`src/rtl/stg_pkg.sv`:
```
// Shared types and constants for the square tone generator with soft ramp.
package stg_pkg;

  localparam int unsigned RateW   = 16;
  localparam int unsigned AmpW    = 9;
  localparam int unsigned LevelW  = 10;
  localparam int unsigned HalfW   = 15;
  localparam int unsigned RemainW = 22;
  localparam int unsigned DivW    = 32;
  localparam int unsigned DvsW    = 17;
  localparam int unsigned StepW   = 5;
  localparam int unsigned RecipW  = 29;
  localparam int unsigned ScaleW  = DivW + RecipW;
  localparam int unsigned MsShift = 38;

  localparam logic [1:0] KIND_TICK = 2'd0;
  localparam logic [1:0] KIND_PLAY = 2'd1;
  localparam logic [1:0] KIND_STOP = 2'd2;

  localparam logic [1:0] CFG_SAMPLE_RATE  = 2'd0;
  localparam logic [1:0] CFG_AMPLITUDE    = 2'd1;
  localparam logic [1:0] CFG_CENTER_LEVEL = 2'd2;

  localparam logic [RateW-1:0]   RESET_SAMPLE_RATE  = 16'd11025;
  localparam logic [AmpW-1:0]    RESET_AMPLITUDE    = 9'd96;
  localparam logic [LevelW-1:0]  RESET_CENTER_LEVEL = 10'd512;
  localparam logic [RecipW-1:0]  MS_RECIP           = 29'h10624DD3;
  localparam logic [RemainW-1:0] REMAIN_MAX         = 22'h3FFFFF;
  localparam logic [LevelW-1:0]  LEVEL_MAX          = 10'h3FF;

  typedef struct packed {
    logic [1:0]       kind;
    logic [RateW-1:0] tone_frequency;
    logic [RateW-1:0] tone_duration_ms;
  } in_item_t;

  typedef struct packed {
    logic [LevelW-1:0] level;
    logic              dac_write;
  } out_item_t;

  typedef struct packed {
    logic tick;
    logic play;
    logic stop;
    logic div_step;
    logic hw_end;
  } stg_cmd_t;

  typedef struct packed {
    logic div_last;
  } stg_sts_t;

  typedef enum logic [2:0] {
    ST_IDLE    = 3'b001,
    ST_HW_DIV  = 3'b010,
    ST_HW_END  = 3'b100
  } stg_state_e;

endpackage

```
`src/rtl/square_tone_generator_soft_ramp_top.sv`:
```
// Top level of the square tone generator with soft centre ramp.
// A sample tick item yields one level item, which waits in an output register while the
// next items come in; a tick is held off while that register is full and not being read,
// and also while a play item is still being worked on. A stop item yields nothing. A play
// item runs one 32-step pass of the radix-2 divider to work out the half-wave length,
// the sample count comes from a reciprocal multiplication in the meantime, and no item is
// accepted until both are stored.
// Configuration writes are accepted in every cycle.
module square_tone_generator_soft_ramp_top import stg_pkg::*; (
  input  logic             clk_i,
  input  logic             rst_ni,
  input  logic             in_valid_i,
  output logic             in_ready_o,
  input  in_item_t         in_item_i,
  output logic             out_valid_o,
  input  logic             out_ready_i,
  output out_item_t        out_item_o,
  input  logic             cfg_valid_i,
  output logic             cfg_ready_o,
  input  logic [1:0]       cfg_index_i,
  input  logic [RateW-1:0] cfg_data_i
);

  stg_cmd_t cmd;
  stg_sts_t sts;

  assign cfg_ready_o = 1'b1;

  stg_ctrl u_ctrl (
    .clk_i       (clk_i),
    .rst_ni      (rst_ni),
    .in_valid_i  (in_valid_i),
    .in_kind_i   (in_item_i.kind),
    .in_ready_o  (in_ready_o),
    .out_ready_i (out_ready_i),
    .out_valid_o (out_valid_o),
    .sts_i       (sts),
    .cmd_o       (cmd)
  );

  stg_dp u_dp (
    .clk_i       (clk_i),
    .rst_ni      (rst_ni),
    .cfg_we_i    (cfg_valid_i),
    .cfg_index_i (cfg_index_i),
    .cfg_data_i  (cfg_data_i),
    .in_item_i   (in_item_i),
    .cmd_i       (cmd),
    .sts_o       (sts),
    .out_item_o  (out_item_o)
  );

endmodule

```
`src/rtl/stg_ctrl.sv`:
```
// Controller: handshakes, output valid and division sequencing.
module stg_ctrl import stg_pkg::*; (
  input  logic       clk_i,
  input  logic       rst_ni,
  input  logic       in_valid_i,
  input  logic [1:0] in_kind_i,
  output logic       in_ready_o,
  input  logic       out_ready_i,
  output logic       out_valid_o,
  input  stg_sts_t   sts_i,
  output stg_cmd_t   cmd_o
);

  stg_state_e state_q, state_d;
  logic       out_valid_q, out_valid_d;
  logic       out_free, accept;

  assign out_free   = !out_valid_q || out_ready_i;
  assign in_ready_o = (state_q == ST_IDLE) && ((in_kind_i != KIND_TICK) || out_free);
  assign accept     = in_valid_i && in_ready_o;

  always_comb begin
    cmd_o.tick     = accept && (in_kind_i == KIND_TICK);
    cmd_o.play     = accept && (in_kind_i == KIND_PLAY);
    cmd_o.stop     = accept && (in_kind_i == KIND_STOP);
    cmd_o.div_step = (state_q == ST_HW_DIV);
    cmd_o.hw_end   = (state_q == ST_HW_END);
  end

  always_comb begin
    state_d = state_q;
    unique case (state_q)
      ST_IDLE:    if (cmd_o.play) state_d = ST_HW_DIV;
      ST_HW_DIV:  if (sts_i.div_last) state_d = ST_HW_END;
      ST_HW_END:  state_d = ST_IDLE;
      default:    state_d = ST_IDLE;
    endcase
  end

  always_comb begin
    out_valid_d = out_valid_q;
    if (cmd_o.tick) begin
      out_valid_d = 1'b1;
    end else if (out_ready_i) begin
      out_valid_d = 1'b0;
    end
  end

  assign out_valid_o = out_valid_q;

  always_ff @(posedge clk_i or negedge rst_ni) begin
    if (!rst_ni) begin
      state_q     <= ST_IDLE;
      out_valid_q <= 1'b0;
    end else begin
      state_q     <= state_d;
      out_valid_q <= out_valid_d;
    end
  end

endmodule

```
`src/rtl/stg_dp.sv`:
```
// Datapath: configuration, tone state, divider, sample count scaling and level generation.
module stg_dp import stg_pkg::*; (
  input  logic             clk_i,
  input  logic             rst_ni,
  input  logic             cfg_we_i,
  input  logic [1:0]       cfg_index_i,
  input  logic [RateW-1:0] cfg_data_i,
  input  in_item_t         in_item_i,
  input  stg_cmd_t         cmd_i,
  output stg_sts_t         sts_o,
  output out_item_t        out_item_o
);

  logic [RateW-1:0]   rate_q;
  logic [AmpW-1:0]    amp_q;
  logic [LevelW-1:0]  center_q;
  logic [HalfW-1:0]   half_q, half_d;
  logic [RemainW-1:0] remain_q, remain_d;
  logic               forever_q, forever_d;
  logic [HalfW-1:0]   phase_q, phase_d;
  logic               wave_q, wave_d;
  logic [LevelW-1:0]  ramp_q, ramp_d;
  logic [LevelW-1:0]  last_q, last_d;
  logic               last_vld_q, last_vld_d;
  logic               freq_nz_q;
  logic [DivW-1:0]    prod_q;
  logic [ScaleW-1:0]  recip_q;
  logic [DivW-1:0]    dq_q, dq_d;
  logic [DvsW-1:0]    dvs_q, dvs_d;
  logic [DvsW-1:0]    rem_q, rem_d;
  logic [StepW-1:0]   step_q;
  out_item_t          out_q, out_d;

  logic [DvsW:0]      shifted;
  logic [DvsW+1:0]    diff;
  logic               ge;
  logic               sounding, toggle;
  logic [HalfW-1:0]   phase_inc;
  logic [LevelW-1:0]  ramp_n, lvl;
  logic [LevelW:0]    sum_hi;
  logic [LevelW-1:0]  amp_ext;

  assign shifted = {rem_q, dq_q[DivW-1]};
  assign diff    = {1'b0, shifted} - {2'b00, dvs_q};
  assign ge      = !diff[DvsW+1];
  assign sts_o.div_last = (step_q == {StepW{1'b1}});

  assign amp_ext   = {1'b0, amp_q};
  assign sounding  = (half_q != '0) && (forever_q || (remain_q != '0));
  assign phase_inc = phase_q + 1'b1;
  assign toggle    = sounding && (phase_inc >= half_q);

  always_comb begin
    ramp_n = ramp_q;
    if (sounding) begin
      if (ramp_q < center_q) begin
        ramp_n = ramp_q + 1'b1;
      end else if (ramp_q > center_q) begin
        ramp_n = ramp_q - 1'b1;
      end
    end else if (ramp_q != '0) begin
      ramp_n = ramp_q - 1'b1;
    end
  end

  assign sum_hi = {1'b0, ramp_n} + {2'b00, amp_q};

  always_comb begin
    if (!sounding) begin
      lvl = ramp_n;
    end else if (wave_q ^ toggle) begin
      lvl = sum_hi[LevelW] ? LEVEL_MAX : sum_hi[LevelW-1:0];
    end else begin
      lvl = (ramp_n > amp_ext) ? (ramp_n - amp_ext) : '0;
    end
  end

  always_comb begin
    half_d     = half_q;
    remain_d   = remain_q;
    forever_d  = forever_q;
    phase_d    = phase_q;
    wave_d     = wave_q;
    ramp_d     = ramp_q;
    last_d     = last_q;
    last_vld_d = last_vld_q;
    dq_d       = dq_q;
    dvs_d      = dvs_q;
    rem_d      = rem_q;
    out_d      = out_q;
    if (cmd_i.tick) begin
      ramp_d          = ramp_n;
      out_d.level     = lvl;
      out_d.dac_write = !last_vld_q || (lvl != last_q);
      last_d          = lvl;
      last_vld_d      = 1'b1;
      if (sounding) begin
        phase_d = toggle ? '0 : phase_inc;
        wave_d  = wave_q ^ toggle;
        if (!forever_q) begin
          remain_d = remain_q - 1'b1;
        end
      end
    end
    if (cmd_i.stop) begin
      half_d    = '0;
      forever_d = 1'b0;
      remain_d  = '0;
    end
    if (cmd_i.play) begin
      forever_d = (in_item_i.tone_duration_ms == '0);
      dq_d      = {{(DivW-RateW){1'b0}}, rate_q};
      dvs_d     = {in_item_i.tone_frequency, 1'b0};
      rem_d     = '0;
    end
    if (cmd_i.div_step) begin
      rem_d = ge ? diff[DvsW-1:0] : shifted[DvsW-1:0];
      dq_d  = {dq_q[DivW-2:0], ge};
    end
    if (cmd_i.hw_end) begin
      if (!freq_nz_q) begin
        half_d = '0;
      end else if (dq_q[HalfW-1:0] == '0) begin
        half_d = {{(HalfW-1){1'b0}}, 1'b1};
      end else begin
        half_d = dq_q[HalfW-1:0];
      end
      remain_d = (recip_q[ScaleW-1:MsShift+RemainW] != '0) ? REMAIN_MAX :
                 recip_q[MsShift+RemainW-1:MsShift];
    end
  end

  assign out_item_o = out_q;

  always_ff @(posedge clk_i or negedge rst_ni) begin
    if (!rst_ni) begin
      rate_q     <= RESET_SAMPLE_RATE;
      amp_q      <= RESET_AMPLITUDE;
      center_q   <= RESET_CENTER_LEVEL;
      half_q     <= '0;
      remain_q   <= '0;
      forever_q  <= 1'b0;
      phase_q    <= '0;
      wave_q     <= 1'b0;
      ramp_q     <= '0;
      last_q     <= '0;
      last_vld_q <= 1'b0;
      step_q     <= '0;
    end else begin
      if (cfg_we_i) begin
        unique case (cfg_index_i)
          CFG_SAMPLE_RATE:  rate_q   <= cfg_data_i;
          CFG_AMPLITUDE:    amp_q    <= cfg_data_i[AmpW-1:0];
          CFG_CENTER_LEVEL: center_q <= cfg_data_i[LevelW-1:0];
          default:          ;
        endcase
      end
      half_q     <= half_d;
      remain_q   <= remain_d;
      forever_q  <= forever_d;
      phase_q    <= phase_d;
      wave_q     <= wave_d;
      ramp_q     <= ramp_d;
      last_q     <= last_d;
      last_vld_q <= last_vld_d;
      if (cmd_i.div_step) begin
        step_q <= step_q + 1'b1;
      end
    end
  end

  always_ff @(posedge clk_i) begin
    dq_q    <= dq_d;
    dvs_q   <= dvs_d;
    rem_q   <= rem_d;
    out_q   <= out_d;
    recip_q <= {{(ScaleW-DivW){1'b0}}, prod_q} * {{(ScaleW-RecipW){1'b0}}, MS_RECIP};
    if (cmd_i.play) begin
      freq_nz_q <= (in_item_i.tone_frequency != '0);
      prod_q    <= {{(DivW-RateW){1'b0}}, in_item_i.tone_duration_ms} * {{(DivW-RateW){1'b0}}, rate_q};
    end
  end

endmodule
```
`config.mk`:
```
export PLATFORM = sky130hd
export DESIGN_NAME = square_tone_generator_soft_ramp_top
export DESIGN_NICKNAME = d
export VERILOG_FILES = /design/src/rtl/stg_pkg.sv /design/src/rtl/square_tone_generator_soft_ramp_top.sv /design/src/rtl/stg_ctrl.sv /design/src/rtl/stg_dp.sv
export SDC_FILE = /design/constraint.sdc
export NUM_CORES = 2
export LEC_CHECK = 0
export ABC_CLOCK_PERIOD_IN_PS = 8600
export BUFFER_PORTS_ARGS = -buffer_cell sky130_fd_sc_hd__buf_2
export CAP_MARGIN = 20
export CORE_UTILIZATION = 25
export DETAILED_ROUTE_END_ITERATION = 12
export GPL_ROUTABILITY_DRIVEN = 1
export PLACE_DENSITY = 0.45
export SLEW_MARGIN = 10
export SYNTH_ARGS = -nofsm -noshare
export SYNTH_HDL_FRONTEND = slang
export SYNTH_SLANG_ARGS = --single-unit
```
`constraint.sdc`:
```
create_clock -name clk_i -period 8.6 [get_ports clk_i]
set_clock_uncertainty 0.1 [all_clocks]
set_input_delay 0.43 -clock clk_i [delete_from_list [all_inputs] [get_ports clk_i]]
set_output_delay 0.43 -clock clk_i [all_outputs]
set_load 0.05 [all_outputs]
```
==> impl_metrics.csv <==
group,metric,value,unit
worst_setup_path,cp.arrival,7.95,ns
route,ant_nets,0,
route,routed_wl,92.0,mm
floorplanning,pin_count,71,
worst_hold_path,hp-class,"primary input to register",
logic_synthesis,netlist_top_cells_count,"inv_1, ha_1, fa_1, nand2_1, and2_1",
clock_tree,cts_max_level,2,
global_route,grt.total_usage,0.131,
logic_synthesis,yosys.area_share.xor_xnor,0.0221,
worst_hold_path,holdPathStages,2,
timing,finalCritPeriodShare,0.881,
global_route,antenna_found_initial,1,
logic_synthesis,yosysTopAreaCellShare,0.281,
floorplanning,rows,137,
logic_synthesis,yosysSeqAreaShare,0.191,
logic_synthesis,synth_edf_count,109,
clock_tree,cts-resized-gates,0,
timing,drv_slew,0,
logic_synthesis,synth_mux_area_frac,0.0160,
timing,clock.fmax,132,MHz
route,via_per_inst,4.32,
clock_tree,hold_buffers,21,
timing,fin_ws,1.02,ns
logic_synthesis,synthCells,3645,
clock_tree,cts-root-buf,"clkbuf_16",
place,place_congestion,0.818,
logic_synthesis,ys_async_sr_fraction,0.474,
clock_tree,post_cts_buffers,0,
final_layout,drive_gt1_frac,0.0644,
place,io_buffers,69,
timing,finalHoldViolations,0,
logic_synthesis,synthAdderAreaFrac,0.480,
global_route,grt_pass1_vias,25700,
floorplanning,fp.dieH,377,um
worst_hold_path,worstHoldStart,"cfg_data_i[5]",
timing,tns,0,ns
worst_setup_path,r2r_end,"u_dp.recip_q[46]",
global_route,top_usage_layer,"met2",
logic_synthesis,synth_compound_area_frac,0.0799,
route,drc,0,
timing,relSlewSlack,0.381,
worst_setup_path,crit_required,8.98,ns
global_route,met3_usage,0.0103,
clock_tree,clk_pin_slew,0.06,ns
timing,finalSetupViolations,0,
route,routedWlPerCell,16.4,um
logic_synthesis,yosys_warnings,0,
clock_tree,clkLatencyLatePin,0.57,ns
global_route,use_met1,0.183,
logic_synthesis,synth_area_leaders,"fa_1, ha_1, edfxtp_1",
outcome,status,"finished clean",
logic_synthesis,synth_ff_type,"edfxtp_1",
worst_setup_path,path_class,"register to register",
logic_synthesis,ys_ff_latch,251,
logic_synthesis,synth_top_family_by_area,"adder cells",
final_layout,area_growth,11.1,%
floorplanning,coreArea,0.140,mm^2
timing,rsz0062_at_grt,"false",
worst_hold_path,holdPathEnd,"u_dp.amp_q[5]",
place,dp_hpwl,73.8,mm
final_layout,nets,4825,
floorplanning,die_area,0.142,mm^2
global_route,grt_use_met2,0.219,
worst_setup_path,rr_worst_depth,26,
timing,min_period,7.58,ns
worst_setup_path,crit_path_end_kind,"register",
worst_setup_path,cp-start-kind,"register",
final_layout,final-instance-count-excl-fill,5617,
logic_synthesis,synth.most_common_cell,"inv_1",
clock_tree,cts_buffers,34,
floorplanning,dieWidth,377,um
clock_tree,cts.sink_count,251,
route,drt-pass1-iter-count,5,
worst_setup_path,worst-r2r-setup-slack,1.02,ns
worst_setup_path,worstPathMaxFanout,10,
floorplanning,initial_core_util,0.252,
logic_synthesis,syn-cell-area,0.0352,mm^2
clock_tree,cts_tree,"built",
logic_synthesis,ys_types,84,
clock_tree,cts_max_path_buffers,3,
route,vias,24300,
worst_setup_path,reg2reg_from,"u_dp.prod_q[24]",
global_route,grt_max_degree,52,
route,drtIter0Drc,1356,
logic_synthesis,yosys.area_share.simple,0.111,
place,dp_cells,5533,
logic_synthesis,synth_fp_nets,4755,
logic_synthesis,synth_top_area_cell,"fa_1",
global_route,grt.overflow.total,0,
final_layout,diodes,0,
timing,worst_slew_pin_slew,0.929,ns
place,place_ws,1.00,ns
job,cap_violations,0,
logic_synthesis,syn_area_per_cell,9.66,um^2
global_route,grt_first_pass_wirelength,146,mm
-- registers in the layout (all words and copies together) (netlist names), 11 cells and up --
name and count:
u_dp.remain_q 22, u_dp.recip_q 23, u_dp.phase_q 15, u_dp.rem_q 17
u_dp.out_item_o 11, u_dp.prod_q 32, u_dp.rate_q 16, u_dp.half_q 15
u_dp.dvs_q 16, u_dp.dq_q 32
-- per-layer routing --
| metal | wire length (um) | part of all wire | up-vias |
|---|---|---|---|
| met5 | 0 | 0 | - |
| met4 | 1820 | 0.020 | 0 |
| met3 | 2940 | 0.032 | 79 |
| met2 | 43100 | 0.47 | 365 |
| met1 | 44100 | 0.48 | 12000 |
| li1 | - | - | 11800 |
-- per-stage QoR --
step | hold slack (ns) | utilization | area (um^2)
finish | 0.0359 | 0.280 | 39100
global route | 0.0314 | 0.280 | 39100
CTS | 0.000943 | 0.280 | 39100
detailed placement | 0.280 | 0.271 | 37800
global placement | 0.277 | 0.271 | 37800
floorplan | 0.0344 | - | 35200
-- layout by cell type, fill, tap and decap left out, drive strengths merged, types with 14 or more instances in the layout --
| cell | synthesis | routed |
|---|---|---|
| inv | 843 | 847 |
| ha | 558 | 558 |
| fa | 495 | 495 |
| nand2 | 368 | 368 |
| and2 | 129 | 129 |
| a21oi | 125 | 125 |
| nor2 | 120 | 120 |
| o21ai | 116 | 116 |
| dfrtp | 109 | 109 |
| edfxtp | 109 | 109 |
| buf | 2 | 105 |
| xnor2 | 58 | 58 |
| clkbuf | 91 | 43 |
| mux2 | 40 | 40 |
| nand3 | 39 | 39 |
| nor3 | 35 | 35 |
| xor2 | 31 | 31 |
| a21o | 26 | 26 |
| nor4 | 26 | 26 |
| dfxtp | 23 | 23 |
| dlygate4sd3 | 0 | 21 |
| nand2b | 17 | 17 |
| or3 | 17 | 17 |
| o21a | 17 | 17 |
| o211ai | 17 | 17 |
| o31ai | 15 | 15 |
| and3 | 14 | 14 |
| nand4 | 14 | 14 |
| nor2b | 14 | 14 |
-- worst max-delay path, cell delays in order, from the launching register on --
cell      delay (ns)
edfxtp_1        0.61
ha_1            0.41
fa_1            0.39
fa_1            0.49
inv_1           0.05
fa_1            0.48
inv_1           0.06
fa_1            0.51
inv_1           0.06
fa_1            0.53
inv_1           0.05
fa_1            0.47
inv_1           0.05
fa_1            0.47
inv_1           0.04
ha_1            0.30
a21oi_1         0.15
o21ai_0         0.12
nor4_1          0.32
o211ai_1        0.27
or3_1           0.41
o21a_1          0.25
a21o_1          0.22
a21o_1          0.19
a21oi_1         0.22
o21ba_2         0.17
xnor2_1         0.10
-- cell families after synthesis --
kind of cell,count (synthesis)
AO/OA/AOI/OAI,440
XOR/XNOR,89
adder cells (fa/ha/maj),1053
buffers and inverters,936
flip-flops,251
multiplexers,50
other,1
AND/OR/NAND/NOR,825
-- cell type report --
class                   instances  area [um^2]
clock inverters                20          160
flip-flops and latches        251         6720
fillers                     14800       101000
well taps                    1876         2350
clock buffers                  42          922
inverters                     843         3160
multi-input cells            2458        25000
repair buffers                127          833
-- worst max-delay path by stage --
stage | start | endpoint | cells past startpoint
6_report | u_dp.prod_q[24] | u_dp.recip_q[46] | 26
5_1_grt | u_dp.prod_q[24] | u_dp.recip_q[60] | 26
4_1_cts | u_dp.prod_q[24] | u_dp.recip_q[46] | 26
3_5_place_dp | u_dp.prod_q[24] | u_dp.recip_q[46] | 26
3_3_place_gp | u_dp.prod_q[24] | u_dp.recip_q[60] | 26
2_1_floorplan | u_dp.prod_q[20] | u_dp.recip_q[46] | 26
Power is not shown: default switching activity piles up to over one toggle a cycle in this logic, so the estimate is an artifact.
